`src/design/brfb_pkg.sv`:
```
// Shared constants, command codes and inter-module types for the byte ring FIFO.
`timescale 1ns / 1ps
package brfb_pkg;

  localparam int RING_BYTES = 1024;
  localparam int MAX_BURST  = 8;
  localparam int PTR_W      = $clog2(RING_BYTES);
  localparam int NUM_LANES  = 8;
  localparam int LANE_W     = $clog2(NUM_LANES);
  localparam int ROW_W      = PTR_W - LANE_W;
  localparam int ROWS       = RING_BYTES / NUM_LANES;
  localparam int CMD_W      = 3;
  localparam int LEN_W      = 4;
  localparam int DATA_W     = 64;
  localparam int CNT_W      = 10;

  typedef enum logic [CMD_W-1:0] {
    CMD_PUT       = 3'd0,
    CMD_PUT_EXACT = 3'd1,
    CMD_GET       = 3'd2,
    CMD_GET_EXACT = 3'd3,
    CMD_FLUSH     = 3'd4
  } cmd_t;

  // one byte-bank access
  typedef struct packed {
    logic             we;
    logic             re;
    logic [ROW_W-1:0] row;
    logic [7:0]       wbyte;
  } lane_req_t;

  // per-beat result bookkeeping that travels alongside the bank access
  typedef struct packed {
    logic              valid;
    logic              is_get;
    logic [LEN_W-1:0]  moved;
    logic              refused;
    logic [CNT_W-1:0]  fill;
    logic [CNT_W-1:0]  free;
    logic [LANE_W-1:0] rot;
  } res_info_t;

endpackage

```
`src/design/brfb_lane.sv`:
```
// One byte bank of the ring: one write and one registered read per cycle.
`timescale 1ns / 1ps
module brfb_lane (
  input  logic                clk,
  input  brfb_pkg::lane_req_t req,
  output logic [7:0]          rdata
);

  logic [7:0] mem [brfb_pkg::ROWS];
  logic [7:0] rdata_r;

  always_ff @(posedge clk) begin
    if (req.we) begin
      mem[req.row] <= req.wbyte;
    end
    if (req.re) begin
      rdata_r <= mem[req.row];
    end
  end

  assign rdata = rdata_r;

endmodule

```
`config.mk`:
```
export PLATFORM = sky130hd
export DESIGN_NAME = brfb_lane
export DESIGN_NICKNAME = d
export VERILOG_FILES = /design/src/design/brfb_pkg.sv /design/src/design/brfb_lane.sv
export SDC_FILE = /design/constraint.sdc
export NUM_CORES = 1
export LEC_CHECK = 0
export BUFFER_PORTS_ARGS = -buffer_cell sky130_fd_sc_hd__buf_4
export CAP_MARGIN = 20
export CORE_MARGIN = 4
export CORE_UTILIZATION = 36
export CTS_CLUSTER_DIAMETER = 150
export DETAILED_ROUTE_END_ITERATION = 10
export PLACE_DENSITY = 0.48
export SLEW_MARGIN = 30
export SYNTH_ARGS = -nofsm -noshare
export SYNTH_HDL_FRONTEND = slang
export SYNTH_SLANG_ARGS = --single-unit
```
`constraint.sdc`:
```
create_clock -name clk -period 3.43 [get_ports clk]
set_clock_uncertainty 0.1 [all_clocks]
set_input_delay 0.1715 -clock clk [delete_from_list [all_inputs] [get_ports clk]]
set_output_delay 0.1715 -clock clk [all_outputs]
set_load 0.01 [all_outputs]
```
==> results of run 1 <==
[stage by stage]
stage	util [%]	worst slack, ps	power (mW)
detailed placement	39.6	-88.1	16.0
global route	42.8	394	27.9
floorplan	-	866	15.0
CTS	42.8	484	27.3
finish	42.8	522	27.1
global placement	39.6	-46.3	16.0
[sequential cells by signal, indices dropped and copies added, names as in the netlist]
register and cells:
mem 1024, rdata 8
[power breakdown]
group	switching, mW	leakage [nW]	total (mW)	internal [mW]
registers	0.0414	9.29	14.0	13.9
clock network	4.89	1.64	11.3	6.42
logic	1.26	4.33	1.78	0.527
total	6.19	15.3	27.1	20.9
[cell usage in the layout, fill, tap and decap left out, types with 4 or more instances in the layout]
cell type / count
a211oi_1: 8
a21oi_1: 125
a221o_1: 20
a221oi_1: 220
a22o_1: 41
a22oi_1: 73
a2bb2oi_1: 4
and2_1: 5
buf_12: 31
buf_4: 269
bufinv_16: 8
clkbuf_1: 24
clkbuf_16: 109
clkinv_1: 33
clkinv_2: 13
clkinvlp_4: 4
dlygate4sd3_1: 10
edfxtp_1: 1032
mux2_1: 4
mux2_2: 60
mux2i_1: 61
mux4_2: 11
nand2_1: 102
nand2b_1: 8
nand3_1: 17
nand4_1: 9
nor2_1: 238
nor2b_1: 9
nor2b_4: 5
nor3_1: 16
o211ai_1: 11
o21ai_0: 80
o221ai_1: 17
o22a_1: 11
o22ai_1: 24
o2bb2ai_1: 4
o31ai_1: 6
or3_1: 4
[layer usage]
layer / vias to the layer above / share of wire [%] / wire [um]
li1: 10600 / - / -
met1: 13100 / 42 / 57200
met2: 1212 / 46 / 62600
met3: 194 / 8.6 / 11600
met4: 2 / 2.6 / 3510
met5: - / 0.0096 / 13
[kinds of logic after synthesis]
family / count (synthesis) / synth area share [%]
AO/OA/AOI/OAI: 680 / 12.5
multiplexers: 137 / 3.93
flip-flops: 1032 / 76.5
AND/OR/NAND/NOR: 427 / 4.47
buffers and inverters: 199 / 2.60
[worst paths after layout]
check,slack (ps),startpoint,endpoint
worst min register to register,690,mem[109][0]$_DFFE_PP_,rdata[0]$_DFFE_PP_
worst max register to register,620,mem[62][4]$_DFFE_PP_,rdata[4]$_DFFE_PP_
worst max-delay path,520,req[9],rdata[4]$_DFFE_PP_
worst min-delay path,20,req[2],mem[126][2]$_DFFE_PP_
[worst max-delay path, cell delays in order]
cell           delay, ps
clkbuf_8             220
nor2_4               810
buf_4                320
buf_4                160
a22oi_1               60
o22a_1               220
o211ai_1              70
a21oi_1              130
nor3b_1              420
a32o_1               190
dlygate4sd3_1        550
[area by class of cell]
type,instances,area [um2]
Tap cell,1488,1860
Multi-Input combinational cell,1244,8500
Sequential cell,1032,31000
Clock inverter,64,561
Inverter,4,17.5
Antenna cell,3,7.51
Timing Repair Buffer,313,2780
Clock buffer,133,2820
Fill cell,10000,63600
==> results.tsv, run 1 <==
stage	metric	value	unit
placed_design	post-DP HPWL	85100	um
clock_network	Post CTS Setup Buffer Count	0	
clock_network	CTS Buffer Depth	3	
critical_path	crit path DAT	3400	ps
critical_path	crit path max fanout	27	
placed_design	Area after DPL	44100	um2
floorplan	chip height	343	um
synth	sequential fraction of the synthesis area	76.5	%
clock_network	Skew-Pair Late Insertion Delay	720	ps
synth	Yosys reg bits	1032	
synth	Synth async-reset ratio	0	%
route	Routed Antenna Nets	0	
synth	Synth cell types	65	
sta	WHS	16.5	ps
placed_design	IO buf count	25	
job	max cap viols	0	
power	VDD IR max	0.419	mV
sta	crit share post-route	84.8	%
synth	commonest cells in the netlist	edfxtp_1, nor2_1, a221oi_1, a21oi_1, nand2_1	
placed_design	GP Congestion	0.900	
finish	Final nets	2721	
synth	Mapped Avg Cell Area	16.4	um2
outcome	status	completed	
hold_path	Worst Hold Class	in -> reg	
global_routing	pin count of the biggest net entering global routing	101	
synth	count leader, synth	edfxtp_1	
global_routing	vias in the first global route	24800	
synth	Synth area leader	edfxtp_1	
route	DR iter-0 viols	3088	
sta	max_slew headroom	32.4	%
global_routing	global-route wire length before repair	191000	um
route	Remaining DRCs	0	
sta	setup TNS	0	ps
critical_path	Crit Path Class	in -> reg	
global_routing	initial antenna violation count	8	
route	drt first pass iters	5	
global_routing	GRT overflow	0	
sta	RSZ-0062 raised after global routing	false	
finish	synthesis-to-finish area growth	17.3	%
synth	Cells after Synth	2475	
floorplan	die area	118000	um2
clock_network	TritonCTS clock tree	yes	
floorplan	Die W	343	um
sta	Slew Viols, Final	0	
route	post-DR wirelength/cell	31.5	um
power	Leakage	15.3	nW
critical_path	CP endpoint kind	flip-flop	
synth	Most used DFF post-synth	edfxtp_1	
clock_network	Reg clk slew, reported paths	60	ps
floorplan	Initial Utilization	36.5	%
clock_network	hold_buf cts	10	
route	Via Count	25100	
clock_network	Resized cells post-CTS	0	
synth	mapped cell area	40500	um2
sta	Hold Fails Final Rpt	0	
floorplan	boundary pin count	26	
clock_network	CTS root buf	clkbuf_16	
finish	layout cells sized above 1	19.3	%
clock_network	CTS buffer count	108	
global_routing	met3 Use GR	4.43	%
route	vias per std cell	5.87	
global_routing	GR met2 Demand/Resource	35.6	%
global_routing	GR Layer Usage met1	32.5	%
sta	Tightest Pin Transition	1010	ps
clock_network	H-Tree Depth	3	
finish	post-route cell area	47500	um2
sta	max frequency	344	MHz
synth	Post-Syn Nets	2493	
synth	number of synthesized flops with an enable pin	1032	
critical_path	crit path launch type	primary input	
route	Routed WL	135000	um
hold_path	hold path cells	1	
critical_path	FF-to-FF path depth	6	
floorplan	Core Region	111000	um2
finish	post-route insts no fill	4281	
floorplan	FP Rows	122	
critical_path	CP required	3920	ps
synth	synth top area cells	edfxtp_1, a221oi_1, nor2_1, mux2_2, a21oi_1	
sta	Final setup viols	0	
placed_design	placed instance count	4071	
synth	synth warn	0	
clock_network	clock sinks	1032	
power	PD cells	570	nW/um2
global_routing	global route hottest layer	met2	
global_routing	GRT Total Usage	22.7	%
sta	min cycle time layout	2910	ps
synth	top cell type's share of synthesized area	76.5	%
(Power assumes the default switching activity.)
==> inputs of run 2 (changes only) <==
Settings changed: ABC_AREA set to 1.
Clock period 3.43 ns to 2.9 ns, I/O delays scaled along.
==> run 2 against run 1 <==
  * Via count increased by 17%
  * Routed wire length down 8.0%
  * Synthesized cell count up 78%
  * Critical endpoint is now mem[6][0]$_DFFE_PP_
==> results.tsv, run 2 <==
stage	metric	value	unit
power	Net Switching	7.55	mW
synth	Mapped Avg Cell Area	10.0	um2
critical_path	crit path max fanout	11	
clock_network	TritonCTS clock tree	yes	
floorplan	die area	128000	um2
sta	Slew Viols, Final	0	
finish	fillcell total	11900	
global_routing	GRT overflow	0	
power	Internal Power	25.5	mW
route	Remaining DRCs	0	
route	Routed Antenna Nets	0	
sta	Tightest Pin Transition	950	ps
clock_network	CTS Buffer Depth	3	
synth	Most used DFF post-synth	edfxtp_1	
floorplan	FP Rows	128	
power	sequential power share	50.1	%
power	switch share	22.9	%
global_routing	GR Layer Usage met1	28.1	%
critical_path	CP endpoint kind	flip-flop	
sta	crit share post-route	80.1	%
clock_network	Skew-Pair Late Insertion Delay	700	ps
route	drt first pass iters	6	
floorplan	Initial Utilization	36.2	%
route	post-DR wirelength/cell	19.9	um
power	Clock power frac	43.5	%
synth	Synth area leader	edfxtp_1	
clock_network	H-Tree Depth	3	
synth	commonest cells in the netlist	nand2_1, edfxtp_1, nor2_1, buf_2, inv_1	
global_routing	vias in the first global route	28500	
sta	RSZ-0062 raised after global routing	false	
placed_design	GP Congestion	0.831	
critical_path	Worst R2R Setup Slack	860	ps
finish	commonest non-fill, non-tap cells in the layout	nand2_1, edfxtp_1, nor2_1	
placed_design	IO buf count	25	
global_routing	GRT Total Usage	19.4	%
hold_path	hold wc startpoint	req[13]	
global_routing	GR met2 Demand/Resource	30.2	%
synth	Cells after Synth	4402	
critical_path	CP required	3100	ps
sta	max frequency	430	MHz
global_routing	met3 Use GR	3.41	%
critical_path	worst setup path startpoint	req[14]	
route	Routed WL	124000	um
synth	sequential fraction of the synthesis area	70.3	%
finish	Final nets	4533	
synth	Post-Syn Nets	4420	
synth	number of synthesized flops with an enable pin	1032	
finish	synthesis-to-finish area growth	15.1	%
synth	synth top area cells	edfxtp_1, nand2_1, nor2_1, buf_2, inv_1	
sta	Final setup viols	0	
power	VDD IR max	0.540	mV
synth	top cell type's share of synthesized area	70.3	%
finish	max FFs per register	1024	
synth	Yosys reg bits	1032	
placed_design	post-DP HPWL	74500	um
finish	Largest Register	mem	
synth	Synth cell types	21	
floorplan	boundary pin count	26	
critical_path	r2r startpoint	mem[3][5]$_DFFE_PP_	
sta	min cycle time layout	2320	ps
route	vias per std cell	4.71	
clock_network	CTS buffer count	112	
finish	layout cells sized above 1	8.37	%
synth	mapped cell area	44100	um2
hold_path	Worst Hold Class	in -> reg	
global_routing	initial antenna violation count	3	
finish	leading cell type in the layout, fill and taps excluded	nand2_1	
floorplan	Core Region	122000	um2
synth	synth warn	0	
power	combinational power share	6.4	%
sta	setup TNS	0	ps
synth	Synth async-reset ratio	0	%
clock_network	clock sinks	1032	
sta	Hold Fails Final Rpt	0	
power	Leakage	21.1	nW
route	Via Count	29300	
clock_network	Resized cells post-CTS	0	
floorplan	chip height	358	um
global_routing	pin count of the biggest net entering global routing	90	
power	PD cells	651	nW/um2
job	max cap viols	0	
finish	Core Util, Final	41.7	%
synth	count leader, synth	nand2_1	
global_routing	global route hottest layer	met2	
floorplan	Die W	358	um
clock_network	CTS root buf	clkbuf_16	
global_routing	global-route wire length before repair	186000	um
route	DR iter-0 viols	2316	
clock_network	Reg clk slew, reported paths	70	ps
critical_path	crit path launch type	primary input	
critical_path	Crit Path Class	in -> reg	
outcome	status	completed	
critical_path	crit path DAT	2520	ps
sta	max_slew headroom	36.4	%
-- run 2: cell count changes after synthesis, moves of 24 or more --
cell,delta
nand2_1,+2678
buf_4,+26
buf_2,+53
a21oi_1,-119
o21ai_0,-75
mux2i_1,-61
o22ai_1,-24
a22oi_1,-73
a221oi_1,-220
mux2_2,-60
a22o_1,-41
inv_1,+68
clkbuf_1,-43
-- run 2: metrics by stage --
step | cell area, um2 | power (mW) | std cells | setup slack [ps] | hold slack (ps)
4_1_cts | 50700 | 33.3 | 6235 | 590 | 12.2
3_5_place_dp | 46900 | 19.0 | 6016 | 284 | 419
5_1_grt | 50700 | 34.2 | 6235 | 413 | 52.0
6_report | 50700 | 33.0 | 6236 | 576 | 68.0
2_1_floorplan | 44100 | 17.9 | 4402 | 863 | 144
3_3_place_gp | 46900 | 19.0 | 6016 | 313 | 423
-- run 2: power groups by stage --
stage	Combinational [mW]	Sequential (mW)	Clock, mW
3_5_place_dp	2.12	16.8	0
3_3_place_gp	2.13	16.8	0
5_1_grt	2.35	16.5	15.3
2_1_floorplan	1.12	16.8	0
4_1_cts	2.14	16.5	14.7
6_report	2.11	16.5	14.4
-- run 2: path summary, 6_finish.rpt --
path / end / depth (start not counted)
worst max-delay path: mem[6][0]$_DFFE_PP_ / 7
worst min-delay path: rdata[1]$_DFFE_PP_ / 6
worst max register to register: rdata[5]$_DFFE_PP_ / 12
worst min register to register: rdata[6]$_DFFE_PP_ / 10
-- run 2: what timing repair did --
action                                 4_1_cts  5_1_grt
hold buffers                                10        0
setup buffers                                0        0
endpoints found under the hold margin      298        0
-- run 2: layout make-up --
class | instances | area (um2) | area share [%]
multi-input combinational | 3080 | 11700 | 23.0
clock inverter | 79 | 793 | 1.56
antenna | 1 | 2.50 | 0.00493
inverter | 74 | 304 | 0.599
tap | 1625 | 2030 | 4.01
sequential | 1032 | 31000 | 61.1
clock buffer | 130 | 2890 | 5.70
timing repair buffer | 215 | 2020 | 3.99
-- run 2: cell families after synthesis --
kind of cell,share of synthesized area (%)
compound gates,0.159
buf+inv,3.19
flops,70.3
simple gates,26.3
-- run 2: worst max-delay path, cell delays in order --
cell and delay, ps:
dlygate4sd3_1 610, buf_4 180, nor2_1 80, inv_1 180
nor2_1 320, inv_1 280, nor2_1 720
-- run 2: routing by layer --
layer	wire, um	vias to the layer above
li1	-	14400
met1	58500	14100
met2	55700	651
met3	6630	168
met4	3260	2
met5	12	-
