$ cat config.mk
export PLATFORM = sky130hd
export DESIGN_NAME = brfb_merge
export DESIGN_NICKNAME = d
export VERILOG_FILES = /design/src/design/brfb_pkg.sv /design/src/design/brfb_merge.sv
export SDC_FILE = /design/constraint.sdc
export NUM_CORES = 1
export LEC_CHECK = 0
export CAP_MARGIN = 40
export CORE_MARGIN = 3
export CORE_UTILIZATION = 47
export CTS_CLUSTER_SIZE = 16
export DETAILED_ROUTE_END_ITERATION = 12
export DONT_BUFFER_PORTS = 1
export HOLD_SLACK_MARGIN = 0.12
export REMOVE_ABC_BUFFERS = 1
export SYNTH_ARGS = -nofsm -noshare
export SYNTH_HDL_FRONTEND = slang
export SYNTH_SLANG_ARGS = --single-unit
$ cat constraint.sdc
create_clock -name clk -period 3.3 [get_ports clk]
set_clock_uncertainty 0.15 [all_clocks]
set_input_delay 0.165 -clock clk [delete_from_list [all_inputs] [get_ports clk]]
set_output_delay 0.165 -clock clk [all_outputs]
set_load 0.1 [all_outputs]
$ cat src/design/brfb_pkg.sv
// Shared constants, command codes and inter-module types for the byte ring FIFO.
`timescale 1ns / 1ps
package brfb_pkg;

  localparam int RING_BYTES = 1024;
  localparam int MAX_BURST  = 8;
  localparam int PTR_W      = $clog2(RING_BYTES);
  localparam int NUM_LANES  = 8;
  localparam int LANE_W     = $clog2(NUM_LANES);
  localparam int ROW_W      = PTR_W - LANE_W;
  localparam int ROWS       = RING_BYTES / NUM_LANES;
  localparam int CMD_W      = 3;
  localparam int LEN_W      = 4;
  localparam int DATA_W     = 64;
  localparam int CNT_W      = 10;

  typedef enum logic [CMD_W-1:0] {
    CMD_PUT       = 3'd0,
    CMD_PUT_EXACT = 3'd1,
    CMD_GET       = 3'd2,
    CMD_GET_EXACT = 3'd3,
    CMD_FLUSH     = 3'd4
  } cmd_t;

  // one byte-bank access
  typedef struct packed {
    logic             we;
    logic             re;
    logic [ROW_W-1:0] row;
    logic [7:0]       wbyte;
  } lane_req_t;

  // per-beat result bookkeeping that travels alongside the bank access
  typedef struct packed {
    logic              valid;
    logic              is_get;
    logic [LEN_W-1:0]  moved;
    logic              refused;
    logic [CNT_W-1:0]  fill;
    logic [CNT_W-1:0]  free;
    logic [LANE_W-1:0] rot;
  } res_info_t;

endpackage

$ cat src/design/brfb_merge.sv
// Merge stage: rotates the bank read bytes into beat order and masks unused lanes.
`timescale 1ns / 1ps
module brfb_merge (
  input  logic                                    clk,
  input  logic                                    rst_n,
  input  brfb_pkg::res_info_t                     info,
  input  logic [brfb_pkg::NUM_LANES-1:0][7:0]     lane_rdata,
  output logic                                    out_valid,
  output logic [brfb_pkg::LEN_W-1:0]              out_moved_count,
  output logic [brfb_pkg::DATA_W-1:0]             out_read_data,
  output logic                                    out_refused,
  output logic [brfb_pkg::CNT_W-1:0]              out_fill_count,
  output logic [brfb_pkg::CNT_W-1:0]              out_free_space
);

  brfb_pkg::res_info_t info_r;

  always_ff @(posedge clk) begin
    if (!rst_n) begin
      info_r <= '0;
    end else begin
      info_r <= info;
    end
  end

  always_comb begin
    logic [brfb_pkg::LANE_W-1:0] idx;
    for (int j = 0; j < brfb_pkg::NUM_LANES; j++) begin
      idx = info_r.rot + brfb_pkg::LANE_W'(j);
      out_read_data[8*j +: 8] =
        (info_r.is_get && (brfb_pkg::LEN_W'(j) < info_r.moved)) ? lane_rdata[idx] : 8'h00;
    end
  end

  assign out_valid       = info_r.valid;
  assign out_moved_count = info_r.moved;
  assign out_refused     = info_r.refused;
  assign out_fill_count  = info_r.fill;
  assign out_free_space  = info_r.free;

endmodule

==> impl_results.md, run 1 <==
- Status: complete, no violations
- Worst slack at placement: 0.631 ns
- Nets: 541
- Pwr dens: 289 nW/um2
- CTS tree: yes
- Post-DP HPWL: 10.0 mm
- Tot GR Track Use: 28.9%
- Initial Utilization: 49.7%
- CTS H-tree depth: 2
- Non-Filler Instances: 545
- Final worst-path cycle share: 91.4%
- Post-CTS sizing: 0
- Cells taking the most area after synthesis: mux4_2, dfxtp_1, a22o_1
- Achievable frequency: 332 MHz
- Worst Setup Path Type: register to primary output
- Syn Area/Cell: 11.1 um2
- Drt first-iter violations: 230
- Clock-pin slew on the worst setup and hold paths: 0.06 ns
- Fin util: 71.5%
- Initial DRT Pass Iterations: 5
- I/O pin count: 186
- Min-Delay Path Depth: 2
- Residual DRC: 0
- Fraction of layout instances using a drive strength above 1: 44.0%
- Antenna viol nets, final: 0
- Initial antenna violation count: 0
- Required @ worst endpoint: 2.98 ns
- Post-Syn Area: 3960 um2
- Number of inserted diodes: 0
- # placed instances: 507
- Worst path arrival time: 2.70 ns
- Vias: 3729
- Root buffer cell: clkbuf_8
- Vias/cell: 6.84
- Crit. End Element: primary output
- Slowest CP cell: nor3b_2
- Sequential fraction of the synthesis area: 15.2%
- Top cells by count, synth: mux4_2, a22o_1, mux2i_1
- Placer Congestion: 0.844
- Clock sink count: 30
- Inserted Clock Buffers: 5
- Slew Limit Headroom: 40.2%
- Largest net degree at the start of global routing: 38
- Final Worst Setup Slack: 0.285 ns
- Clock Tree Buf Depth: 2
- FP Rows: 32
- First-pass GRT wire length: 21.7 mm
- # Max-Cap Violations: 0
- Final Setup Violations: 0
- Fraction of registers with async set/reset: 0%
- Final Hold Viols: 0
- Synth Instances: 355
- RSZ-0062 raised after global routing: no
- Vias in the first global route: 3836
- Final period demand of the worst path: 3.02 ns
- Max VDD drop: 327 uV
- Yosys top cell by area: mux4_2
- IO buf count: 0
- Post-Route WL: 14.1 mm
- Crit-path cells: buf_4, ha_1, xnor2_1, nor3b_2, a22o_1, buf_12
- Number of synthesized flops with an enable pin: 0
- Wire per inst: 25.9 um
- LEAKAGE: 2.18 nW
- Syn-to-layout area delta: 43.9%
- Netlist cell types: 37
- Slew Viols, Final: 0
- Worst hold path type: primary input to register
- Core area: 7970 um2
- Most common cell in the synthesized netlist: mux4_2
- Total power draw: 0.00165 W
- Die Span Y: 97.8 um
- Seq cells post-synth: 30
- Slew @ Worst Pin: 0.894 ns
- YS warnings: 0
- Smallest hold slack: 0.402 ns
- Global route overflow: 0
- Die ar.: 9560 um2
- Ys flop type: dfxtp_1
- Die W: 97.8 um
- Worst Setup Start Kind: register
- Crit-path max cell delay: 0.74 ns
- Worst Path Max Fanout: 37
- Share of the synthesized area in the top cell type: 35.3%
[registers in the layout (all words and copies together) (netlist names)]
| signal | flops |
|---|---|
| out_moved_count | 4 |
| info_r | 4 |
| out_valid | 1 |
| out_fill_count | 10 |
| out_refused | 1 |
| out_free_space | 10 |
[cell usage in the layout, fill, tap and decap left out, types with 9 or more instances in the layout]
cell type      instances
dfxtp_1               27
inv_1                 19
a22o_1                40
nand2_1               18
mux2i_1               32
buf_4                 29
and2_1                31
mux4_2                62
a21oi_2                9
dlygate4sd3_1         31
a22oi_1               16
buf_8                 22
buf_12                50
[logic make-up after synthesis]
kind of cell | count (synthesis) | synth area share, %
flops | 30 | 15.2
fa+ha+maj | 2 | 0.632
mux | 96 | 44.7
buf+inv | 70 | 12.3
simple gates | 73 | 10.5
compound gates | 80 | 15.5
xor+xnor | 4 | 1.26
[per-layer routing]
layer,routed length (um),track usage [%]
met1,4690,34.1
met2,7270,49.0
met3,1670,9.57
met4,501,11.2
met5,0,0
[final cells by class]
cell class              instances  area (um2)
clock buffers                   7        76.3
fillers                       519        2270
inverters                      19        71.3
multi-input cells             255        2950
flip-flops and latches         30         607
well taps                     102         128
repair buffers                132        1860
[worst paths after layout]
path	from	end	slack, ns
setup / recovery	info_r[1]$_SDFF_PN0_	out_read_data[40]	0.28
hold / removal	info[12]	out_free_space[9]$_SDFF_PN0_	0.40
[report_power, final]
group / internal (W) / switching [W]
Clock: 0.000145 / 0.000124
Combinational: 0.000383 / 0.000590
Sequential: 0.000382 / 0.0000238
[what timing repair did]
| item | CTS | global route |
|---|---|---|
| setup buffers | 0 | 0 |
| hold endpoints to repair | 30 | 0 |
| setup endpoints to repair | 0 | 0 |
| hold buffers | 31 | 0 |
[critical path: cells and delay by family, from the launching register on]
kind                       cells  cell delay (ns)
DFF                            1             0.32
adders and majority gates      1             0.29
xor gates and xnor gates       1             0.10
buffers and inverters          2             0.61
AOI/OAI and AO/OA              1             0.33
and+or+nand+nor                1             0.74
[metrics by stage]
step	cell area, um2	TNS, ns
final	5700	0
after global routing	5700	0
after CTS	5700	0
after detailed placement	5310	0
after global placement	4980	0
after floorplan	3540	-73.44
Note: power is estimated with default switching activity, not from simulation.
==> run 2, diff against run 1 <==
- CAP_MARGIN: 40 -> default
- CORE_MARGIN: 3 -> default
==> impl_results.md, run 2 (same netlist as run 1, synthesis figures left out) <==
- IO buf count: 0 (unchanged)
- Worst path arrival time: 2.78 ns (was 2.70 ns)
- Final worst-path cycle share: 93.8% (was 91.4%)
- Clock-pin slew on the worst setup and hold paths: 0.07 ns (was 0.06 ns)
- Required @ worst endpoint: 2.98 ns (about the same)
- Post-route design area: 5350 um2 (was 5700 um2)
- Post-DP HPWL: 9.22 mm (was 10.0 mm)
- Final period demand of the worst path: 3.10 ns (was 3.02 ns)
- # Max-Cap Violations: 0 (unchanged)
- Wire per inst: 25.2 um (was 25.9 um)
- Crit. End Element: primary output (unchanged)
- Drt first-iter violations: 186 (was 230)
- Root buffer cell: clkbuf_8 (unchanged)
- Vias: 3636 (was 3729)
- Clock sink count: 30 (unchanged)
- Worst Setup Start Kind: register (unchanged)
- Filler instances: 625 (was 519)
- CTS tree: yes (unchanged)
- Slew @ Worst Pin: 0.980 ns (was 0.894 ns)
- First-pass GRT wire length: 19.9 mm (was 21.7 mm)
- Global route overflow: 0 (unchanged)
- Die ar.: 8790 um2 (was 9560 um2)
- Tot GR Track Use: 30.1% (was 28.9%)
- Crit-path cells: buf_4, ha_1, xnor2_1, nor2_1, a22o_1, buf_12 (was buf_4, ha_1, xnor2_1, nor3b_2, a22o_1, buf_12)
- FP Rows: 33 (was 32)
- Fraction of layout instances using a drive strength above 1: 40.9% (was 44.0%)
- Smallest hold slack: 0.393 ns (was 0.402 ns)
- Worst slack at placement: 0.544 ns (was 0.631 ns)
- Vias/cell: 6.91 (was 6.84)
- # placed instances: 487 (was 507)
- LEAKAGE: 2.02 nW (was 2.18 nW)
- Final Worst Setup Slack: 0.205 ns (was 0.285 ns)
- Max VDD drop: 396 uV (was 327 uV)
- Largest net degree at the start of global routing: 44 (was 38)
- Final Hold Viols: 0 (unchanged)
- Slew Limit Headroom: 34.4% (was 40.2%)
- Most frequent cells in the layout: mux4_2, buf_12, a22o_1, mux2i_1 (unchanged)
- Status: complete, no violations (unchanged)
- Residual DRC: 0 (unchanged)
- Initial Utilization: 48.4% (was 49.7%)
- RSZ-0062 raised after global routing: no (unchanged)
- Die Span Y: 93.8 um (was 97.8 um)
- Nets: 518 (was 541)
- Inserted Clock Buffers: 5 (unchanged)
- TNS Setup: 0 ns (unchanged)
- Syn-to-layout area delta: 35.1% (was 43.9%)
- Worst Setup Path Type: register to primary output (unchanged)
- Number of inserted diodes: 0 (unchanged)
- CTS H-tree depth: 2 (unchanged)
- I/O pin count: 186 (unchanged)
- Slew Viols, Final: 0 (unchanged)
- Placed Area: 4950 um2 (was 5310 um2)
- Post-Route WL: 13.3 mm (was 14.1 mm)
- Core area: 8180 um2 (was 7970 um2)
- Pwr dens: 303 nW/um2 (was 289 nW/um2)
- Worst Path Max Fanout: 37 (unchanged)
- Slowest CP cell: nor2_1 (was nor3b_2)
- Die W: 93.8 um (was 97.8 um)
- Commonest non-fill, non-tap cell in the layout: mux4_2 (unchanged)
- Vias in the first global route: 3690 (was 3836)
- Placer Congestion: 0.862 (was 0.844)
- Initial antenna violation count: 0 (unchanged)
- Worst hold path type: primary input to register (unchanged)
- Final Setup Violations: 0 (unchanged)
- Antenna viol nets, final: 0 (unchanged)
- Crit-path max cell delay: 0.76 ns (was 0.74 ns)
- Achievable frequency: 323 MHz (was 332 MHz)
- Post-CTS sizing: 0 (unchanged)
- Non-Filler Instances: 526 (was 545)
- Clock Tree Buf Depth: 2 (unchanged)
- Initial DRT Pass Iterations: 5 (unchanged)
## run 2: critical path: cells and delay by family, from the launching register on
family          cells  cell delay [ns]
simple gates        1             0.76
buf+inv             2             0.65
flops               1             0.34
compound gates      1             0.34
fa+ha+maj           1             0.30
xor+xnor            1             0.11
## run 2: repair_timing
| item | in CTS | in global routing |
|---|---|---|
| setup buffers | 0 | 0 |
| hold endpoints to repair | 30 | 0 |
| hold buffers | 31 | 0 |
## run 2: worst paths after layout
check	start	endpoint	slack [ns]	cells after the start
setup / recovery	info_r[1]$_SDFF_PN0_	out_read_data[11]	0.20	6
hold / removal	info[7]	out_free_space[4]$_SDFF_PN0_	0.39	2
## run 2: power breakdown
part / internal (W) / switching, W
Clock: 0.000168 / 0.000132
Sequential: 0.000382 / 0.000131
Combinational: 0.000339 / 0.000467
## run 2: cell type report
cell class / instances / area [um2] / area share, %
multi-input cells: 255 / 2950 / 55.2
repair buffers: 109 / 1500 / 28.0
flip-flops and latches: 30 / 606 / 11.3
well taps: 105 / 131 / 2.46
clock buffers: 7 / 86.3 / 1.61
inverters: 19 / 71.3 / 1.33
clock inverters: 1 / 5.00 / 0.0936
## run 2: layer usage
| metal | up-vias | wire, um | share of wire [%] | track usage, % |
|---|---|---|---|---|
| met5 | - | 0 | 0 | 0 |
| met3 | 36 | 1530 | 12 | 8.82 |
| met1 | 1812 | 4650 | 35 | 35.8 |
| met2 | 264 | 6630 | 50 | 50.8 |
| met4 | 0 | 459 | 3.5 | 12.4 |
| li1 | 1524 | - | - | - |
## run 2: per-stage QoR
step | utilization (%) | power [W]
after floorplan | - | 0.00109
after global placement | 60.5 | 0.00128
after detailed placement | 60.5 | 0.00129
after CTS | 65.4 | 0.00162
after global routing | 65.4 | 0.00168
final | 65.4 | 0.00162
==> run 3, diff against run 2 <==
- BUFFER_PORTS_ARGS: default -> -buffer_cell sky130_fd_sc_hd__buf_4
- DONT_BUFFER_PORTS: 1 -> default
- PLACE_DENSITY: default -> 0.81
==> impl_results.md, run 3 (same netlist as run 1, synthesis figures left out) <==
- Crit-path cells: inv_1, ha_1, xor2_2, nor2_1, a22o_1, buf_4 (was buf_4, ha_1, xnor2_1, nor2_1, a22o_1, buf_12)
- Worst path arrival time: 2.87 ns (was 2.78 ns)
- TNS Setup: 0 ns (unchanged)
- Switching power total: 0.000776 W (was 0.000730 W)
- IO buf count: 185 (was 0)
- Slew @ Worst Pin: 0.999 ns (was 0.980 ns)
- Wire per inst: 22.7 um (was 25.2 um)
- Vias in the first global route: 4212 (was 3690)
- Worst hold path type: primary input to register (unchanged)
- Worst Setup Path Type: register to primary output (unchanged)
- Die Span Y: 93.8 um (unchanged)
- First-pass GRT wire length: 21.7 mm (was 19.9 mm)
- Syn-to-layout area delta: 40.6% (was 35.1%)
- Slowest CP cell: nor2_1 (unchanged)
- Initial Utilization: 48.4% (unchanged)
- Vias/cell: 6.62 (was 6.91)
- I/O pin count: 186 (unchanged)
- Clock sink count: 30 (unchanged)
- Status: complete, no violations (unchanged)
- Slew Viols, Final: 0 (unchanged)
- Sw frac: 45.8% (was 45.1%)
- Min-Delay Path Depth: 2 (unchanged)
- Final Hold Viols: 0 (unchanged)
- Combinational Power Share: 59.0% (was 49.8%)
- HP Start: rst_n (was info[7])
- Post-Route WL: 14.6 mm (was 13.3 mm)
- Drt first-iter violations: 375 (was 186)
- Crit path buffers/inverters: 2 (unchanged)
- Fraction of layout instances using a drive strength above 1: 50.9% (was 40.9%)
- Initial antenna violation count: 0 (unchanged)
- Smallest hold slack: 0.130 ns (was 0.393 ns)
- Sequential Power Share: 23.9% (was 31.7%)
- Global route overflow: 0 (unchanged)
- Fin util: 68.0% (was 65.4%)
- Pwr dens: 305 nW/um2 (was 303 nW/um2)
- Root buffer cell: clkbuf_8 (unchanged)
- Nets: 638 (was 518)
- Worst Setup Start Kind: register (unchanged)
- Residual DRC: 0 (unchanged)
- CTS tree: yes (unchanged)
- Clk pwr share: 17.1% (was 18.5%)
- Die ar.: 8790 um2 (unchanged)
- # Max-Cap Violations: 0 (unchanged)
- Slew Limit Headroom: 33.2% (was 34.4%)
- Post-CTS sizing: 0 (unchanged)
- Tot GR Track Use: 32.7% (was 30.1%)
- Clock Tree Buf Depth: 2 (unchanged)
- Largest net degree at the start of global routing: 38 (was 44)
- Core area: 8180 um2 (unchanged)
- Commonest non-fill, non-tap cell in the layout: buf_4 (was mux4_2)
- Number of inserted diodes: 0 (unchanged)
- Worst Path Max Fanout: 13 (was 37)
- FP Rows: 33 (unchanged)
- RSZ-0062 raised after global routing: no (unchanged)
- Crit-path max cell delay: 0.84 ns (was 0.76 ns)
- Most frequent cells in the layout: buf_4, mux4_2, a22o_1, mux2i_1 (was mux4_2, buf_12, a22o_1, mux2i_1)
- Post-DP HPWL: 10.0 mm (was 9.22 mm)
- Clock-pin slew on the worst setup and hold paths: 0.06 ns (was 0.07 ns)
- Final period demand of the worst path: 3.18 ns (was 3.10 ns)
- Internal power: 0.000919 W (was 0.000889 W)
- Die W: 93.8 um (unchanged)
- Vias: 4269 (was 3636)
- Initial DRT Pass Iterations: 7 (was 5)
- CTS H-tree depth: 2 (unchanged)
- Inserted Clock Buffers: 5 (unchanged)
- Placer Congestion: 0.899 (was 0.862)
- LEAKAGE: 2.46 nW (was 2.02 nW)
- Family with the most delay on the worst path: simple AND/OR/NAND/NOR gates (unchanged)
- Crit. End Element: primary output (unchanged)
- Hold EP: out_free_space[4]$_SDFF_PN0_ (unchanged)
- Required @ worst endpoint: 2.98 ns (about the same)
- Max VDD drop: 186 uV (was 396 uV)
- Achievable frequency: 314 MHz (was 323 MHz)
- Antenna viol nets, final: 0 (unchanged)
- Final Setup Violations: 0 (unchanged)
- Final worst-path cycle share: 96.4% (was 93.8%)
run 3: power groups by stage:
stage,registers [W],logic [W],clock network [W]
floorplan,0.000553,0.000540,0
global placement,0.000410,0.000939,0
detailed placement,0.000412,0.000957,0
CTS,0.000404,0.000988,0.000294
global route,0.000407,0.00104,0.000316
finish,0.000405,0.000999,0.000290
run 3: timing repair:
action                     4_1_cts  5_1_grt
hold buffers                    31        0
hold endpoints to repair        30        0
setup buffers                    0        0
setup endpoints to repair        0        0
run 3: layout make-up:
class | instances | area (um2)
fill | 620 | 2610
inverter | 19 | 71.3
clock buffer | 7 | 86.3
timing repair buffer | 229 | 1800
tap | 105 | 131
sequential | 30 | 606
multi-input combinational | 255 | 2870
run 3: worst max path at each step:
stage / cells past startpoint / end / startpoint
after floorplan: 5 / out_read_data[56] / info_r[0]$_SDFF_PN0_
after global placement: 6 / out_read_data[26] / info_r[0]$_SDFF_PN0_
after detailed placement: 6 / out_read_data[24] / info_r[0]$_SDFF_PN0_
after CTS: 6 / out_read_data[47] / info_r[0]$_SDFF_PN0_
after global routing: 6 / out_read_data[15] / info_r[0]$_SDFF_PN0_
final: 6 / out_read_data[24] / info_r[0]$_SDFF_PN0_
run 3: per-stage QoR:
stage / power, W / std cells / setup slack [ns] / area [um2]
after floorplan: 0.00109 / 304 / -2.27 / 3540
after global placement: 0.00135 / 607 / 0.569 / 5170
after detailed placement: 0.00137 / 607 / 0.555 / 5170
after CTS: 0.00169 / 645 / 0.255 / 5560
after global routing: 0.00176 / 645 / 0.123 / 5560
final: 0.00169 / 645 / 0.119 / 5560
run 3: per-layer routing:
metal | global-route usage, % | up-vias | share of wire (%) | routed length (um)
met5 | 0 | - | 0 | 0
met1 | 38.1 | 2060 | 34 | 4930
met4 | 16.8 | 0 | 4.2 | 618
met3 | 7.85 | 75 | 12 | 1790
met2 | 55.9 | 372 | 50 | 7290
li1 | - | 1762 | - | -
